$ cat src/rtl/core/ils_pkg.sv
package ils_pkg;

  // number of list positions, one cell each
  localparam int CAPACITY = 64;
  localparam int POS_W    = $clog2(CAPACITY);
  localparam int CNT_W    = $clog2(CAPACITY + 1);
  localparam int IDX_W    = 8;
  localparam int VAL_W    = 32;
  localparam int OP_W     = 3;
  // width that holds both an index and a count for compares
  localparam int CMP_W    = (CNT_W > IDX_W) ? CNT_W : IDX_W;

  typedef enum logic [OP_W-1:0] {
    OP_READ   = 3'd0,
    OP_FRONT  = 3'd1,
    OP_APPEND = 3'd2,
    OP_INSERT = 3'd3,
    OP_DELETE = 3'd4
  } op_t;

  // broadcast to every cell in the row
  typedef struct packed {
    logic                    ins;
    logic                    del;
    logic [POS_W-1:0]        pos;
    logic signed [VAL_W-1:0] value;
    logic [POS_W-1:0]        rd_pos;
  } cell_ctrl_t;

endpackage

$ cat src/rtl/core/ils_cell.sv
module ils_cell import ils_pkg::*; (
  input  logic                    clk,
  input  cell_ctrl_t              ctrl,
  input  logic [POS_W-1:0]        my_pos,
  input  logic signed [VAL_W-1:0] lower,
  input  logic signed [VAL_W-1:0] upper,
  output logic signed [VAL_W-1:0] data,
  output logic signed [VAL_W-1:0] tap
);

  // insert: cells above pos take the lower neighbor, pos loads the value
  // delete: cells at or above pos take the upper neighbor
  always_ff @(posedge clk) begin
    if (ctrl.ins) begin
      if (my_pos > ctrl.pos) begin
        data <= lower;
      end else if (my_pos == ctrl.pos) begin
        data <= ctrl.value;
      end
    end else if (ctrl.del) begin
      if (my_pos >= ctrl.pos) begin
        data <= upper;
      end
    end
  end

  // read tap, zero unless this cell is addressed
  assign tap = (my_pos == ctrl.rd_pos) ? data : '0;

endmodule

$ cat config.mk
export PLATFORM = sky130hd
export DESIGN_NAME = ils_cell
export DESIGN_NICKNAME = d
export VERILOG_FILES = /design/src/rtl/core/ils_pkg.sv /design/src/rtl/core/ils_cell.sv
export SDC_FILE = /design/constraint.sdc
export NUM_CORES = 1
export LEC_CHECK = 0
export BUFFER_PORTS_ARGS = -buffer_cell sky130_fd_sc_hd__buf_2
export CAP_MARGIN = 20
export CORE_ASPECT_RATIO = 0.75
export CORE_MARGIN = 2
export CORE_UTILIZATION = 39
export CTS_CLUSTER_DIAMETER = 100
export CTS_CLUSTER_SIZE = 20
export DETAILED_ROUTE_END_ITERATION = 8
export PLACE_DENSITY = 0.92
export SLEW_MARGIN = 30
export SYNTH_ARGS = -nofsm -noshare
export SYNTH_HDL_FRONTEND = slang
export SYNTH_SLANG_ARGS = --single-unit
$ cat constraint.sdc
create_clock -name clk -period 2.8 [get_ports clk]
set_input_delay 0.56 -clock clk [delete_from_list [all_inputs] [get_ports clk]]
set_output_delay 0.56 -clock clk [all_outputs]
set_load 0.02 [all_outputs]
; Yosys cells after proc, flatten, opt, wreduce, memory -nomap -nowiden
; Index checks and enable logic that the tools add are counted.
[word_totals]
ram_bits = 0
regBits = 32
mem_count = 0
in_bits = 117
output_inout_bits = 64
latchBits = 0
wordCells = 15
mem_bits_ro = 0
[op_classes]
reduce_logical = 3
eq_ne = 3
n_shift = 0
bitwise_logic = 0
add_sub_neg = 0
mux = 6
multipliers = 0
div = 0
order_cmp = 2
[op_table]
columns = cell, count
row1 = 2-to-1 mux 32 bit, 6
row2 = equality test 6 bit, 2
row3 = >= comparator 6 bit, 1
row4 = greater-than comparator 6 bit, 1
row5 = nonzero test 2 bit, 2
row6 = "!= test 3 x 1 -> 1 bit, second input constant", 1
row7 = AND reduction 3 bit, 1

; Depth between registers and ports, before layout
[depth]
ltp_word = 4
ltp_mapped = 7
mapped_depth_nobuf = 6

; Worst setup path before layout
; No wires, ideal clock.
[synth_timing]
path_kind = input -> register
startpoint = input port ctrl[43] (netlist name)
endpoint = register data[0] (enable)
setup_ns = 0.391
setup_slack_ns = 0.356
arrival_time_ns = 2.053
path_stages = 6
required_time_ns = 2.409
path_buffers = 0
cell_sequence = inv_1 ha_1 nand2_1 o21a_1 o21ai_0 o21a_1
[synth_between]
elab_chain_cells = 3
elab_cells_between_ends = 6
cone_classes = order compare (2) / eq/ne (2) / reduce/logical (2)
[synth_rtl]
columns = element, line
row1 = start: declaration, ils_cell.sv:3  ; input cell_ctrl_t ctrl,
row2 = "greater-than comparator 6 bit, or another cell as far along", ils_cell.sv:15  ; if (my_pos > ctrl.pos) begin
row3 = != test 3 x 1 -> 1 bit (no source line) or nonzero test 2 bit (tied branches), -
row4 = AND reduction 3 bit (no source line) (*), -
row5 = end signal: assignment, ils_cell.sv:16  ; data <= lower;
row6 = end signal: assignment, ils_cell.sv:18  ; data <= ctrl.value;
row7 = end signal: assignment, ils_cell.sv:22  ; data <= upper;
row8 = end: declaration, ils_cell.sv:7  ; output logic signed [VAL_W-1:0] data,
; Every way passes the cells marked *; elsewhere a longest branch is shown, timed or not.
; A chain may end at the register's enable or synchronous reset.

; Worst setup path after layout
[layout_timing]
startpoint = input port my_pos[0]
endpoint = output port tap[15]
[layout_between]
elab_chain_cells = 2
[layout_rtl]
columns = element, line
row1 = start: declaration, ils_cell.sv:4  ; input logic [POS_W-1:0] my_pos,
row2 = equality test 6 bit, ils_cell.sv:28  ; assign tap = (my_pos == ctrl.rd_pos) ? data : '0;
row3 = 2-to-1 mux 32 bit, ils_cell.sv:28
row4 = end: declaration, ils_cell.sv:8  ; output logic signed [VAL_W-1:0] tap
; No other way between the ends.

==> flow_metrics.env <==
export IMPL_place_area_um2=3100
export IMPL_fmax_ghz=0.447
export IMPL_max_cap_violations=0
export IMPL_area_growth_pct=51.3
export IMPL_cts_tree="yes"
export IMPL_hold_viol=0
export IMPL_use_met2=0.361
export IMPL_route_antenna_remaining_nets=0
export IMPL_cts_hold_buf=0
export IMPL_final_cells=442
export IMPL_numCtsBuffers=5
export IMPL_grt_pass1_vias=1995
export IMPL_worst_slew_pin_slew_ps=417
export IMPL_syn_instance_count=185
export IMPL_seq_area_um2=961
export IMPL_place_congestion=0.795
export IMPL_gr_usage_met3=0.0338
export IMPL_clk_path_buf_depth=2
export IMPL_start_util=0.401
export IMPL_largest_register_ffs=32
export IMPL_reg_top3="data: 32 flops"
export IMPL_die_height_um=67.9
export IMPL_viasPerCell=4.80
export IMPL_track_usage=0.193
export IMPL_use_met1=0.229
export IMPL_ys_types=29
export IMPL_die_x_um=89.2
export IMPL_rows=23
export IMPL_endpoint_kind="output port"
export IMPL_fin_nets=489
export IMPL_totalWireLength_mm=6.13
export IMPL_drt_pass1_iter_count=4
export IMPL_worst_setup_path_start_kind="input pin"
export IMPL_hpwlAfterDp_mm=5.01
export IMPL_slew_violations=0
export IMPL_multi_input_area_um2=1070
export IMPL_p_leak_nw=1.58
export IMPL_maxSlewHeadroom=0.722
export IMPL_postLayoutCellArea_um2=3210
export IMPL_place_inst=434
export IMPL_finalSetupViolations=0
export IMPL_cp_data_required_time_ps=2240
export IMPL_io_pin_count=181
export IMPL_clock_sinks=32
export IMPL_ir_worst_vdd_uv=243
export IMPL_cts_resized=0
export IMPL_grt_max_degree=33
export IMPL_synth_nets=308
export IMPL_hold_class="input pin to register"
export IMPL_period_needed_ps=2240
export IMPL_clk_pin_slew_ps=70
export IMPL_drc=0
export IMPL_rsz0062_at_grt="false"
export IMPL_grt_overflow=0
export IMPL_regMostFlops="data"
export IMPL_grt_pass1_wl_mm=8.97
export IMPL_power_density_nw_per_um2=485
export IMPL_fin_setup_tns_ps=0
export IMPL_yosys_warnings=0
export IMPL_synth_seq_cells=32
export IMPL_antenna_found_initial=0
export IMPL_post_cts_repair_setup_buffers=0
export IMPL_finalCritPeriodShare=0.799
export IMPL_status="completed"
export IMPL_nFillCells=490
export IMPL_syn_cell_area_um2=2120
export IMPL_die_area_um2=6050
export IMPL_drive_gt1_frac=0.627
export IMPL_arrival_ps=1680
export IMPL_syn_avg_cell_area_um2=11.5
export IMPL_insertedDiodeCount=0
export IMPL_ys_seq_area_frac=0.453
export IMPL_crit_type="input pin to output port"
export IMPL_wire_per_inst_um=13.9
export IMPL_grt_busiest_layer="met2"
export IMPL_via_count=2122
export IMPL_coreArea_um2=5300
export IMPL_numPortBuffers=180
export IMPL_cts_htree_levels=2
export IMPL_root_buffer="clkbuf_8"
export IMPL_dr_first_iter_drc_count=68
export IMPL_crit_fanout=19
-- worst paths after layout --
kind,slack (ps),depth (start not counted),start,to
setup / recovery,560,7,my_pos[0],tap[15]
hold / removal,610,2,ctrl[19],data[13]
-- layout by cell type (no fill, tap or decap) --
master,synthesis,layout
a211o_4,1,1
a21oi_1,5,5
a31oi_2,0,1
and2_1,32,32
and3_1,1,1
and3b_1,1,1
buf_2,3,180
buf_4,0,6
bufinv_16,0,1
clkbuf_1,6,1
clkbuf_8,0,5
clkinv_2,0,1
edfxtp_1,32,32
ha_1,6,6
inv_1,9,9
nand2_1,2,2
nand2b_1,2,2
nand4_1,1,1
nand4_2,1,1
nor2_1,1,1
nor2b_1,1,1
nor3_1,3,2
nor3_2,0,1
o21a_1,2,2
o21ai_0,1,1
o21bai_4,1,1
o221a_1,30,30
o221a_2,1,1
o32ai_1,1,1
o41ai_1,1,1
or2_2,31,31
xnor2_1,4,4
xor2_1,2,2
-- synth_stat cells --
cell,n,area [um^2]
o41ai_1,1,8.76
edfxtp_1,32,961
o221a_2,1,11.3
nor3_1,3,15.0
nor2b_1,1,6.26
clkbuf_1,6,22.5
xnor2_1,4,35.0
a21oi_1,5,25.0
a31oi_1,1,6.26
o32ai_1,1,8.76
buf_6,3,33.8
nand4_2,1,12.5
and3_1,1,6.26
o221a_1,30,338
and3b_1,1,8.76
a211o_4,1,17.5
ha_1,6,75.1
nand2b_1,2,12.5
inv_1,9,33.8
o21a_1,2,15.0
nand2_1,2,7.51
buf_2,3,15.0
xor2_1,2,17.5
or2_2,31,194
o21ai_0,1,5.00
o21bai_4,1,18.8
and2_1,32,200
nor2_1,1,3.75
nand4_1,1,6.26
-- cells by family after synthesis --
kind of cell,synth area share
and+or+nand+nor,0.223
adders and majority gates,0.0354
buffers and inverters,0.0496
AOI/OAI and AO/OA,0.214
xor gates and xnor gates,0.0248
DFF,0.453
-- per-layer routing --
layer  wire, um  vias to the layer above
met1       2350                      966
met5          0                        -
li1           -                     1057
met4         46                        0
met2       3260                       95
met3        466                        4
-- cell type report --
cell class	instances	share of cell area
clock buffers	6	0.0226
clock inverters	2	0.0109
inverters	9	0.0105
multi-input cells	132	0.332
flip-flops and latches	32	0.300
well taps	75	0.0293
repair buffers	186	0.295
-- per-stage QoR --
step / hold WS [ps] / power (mW) / worst slack (ps) / utilization
after floorplan: 799 / 0.942 / 356 / -
after global placement: 896 / 1.12 / 404 / 0.586
after detailed placement: 899 / 1.14 / 339 / 0.586
after CTS: 606 / 1.57 / 529 / 0.606
after global routing: 607 / 1.64 / 457 / 0.606
final: 612 / 1.56 / 563 / 0.606
-- power breakdown --
| group | total, mW | internal [mW] | switching (mW) |
|---|---|---|---|
| sequential | 0.660 | 0.628 | 0.0326 |
| combinational | 0.463 | 0.204 | 0.259 |
| clock | 0.433 | 0.264 | 0.169 |
| total | 1.56 | 1.10 | 0.461 |
-- critical path, cell delays in order --
cell and delay (ps):
buf_2 110, xnor2_1 160, nand4_1 120, nor3_2 170, buf_4 240, and2_1 150, buf_2 160
Power figures use the tool's default switching activity.
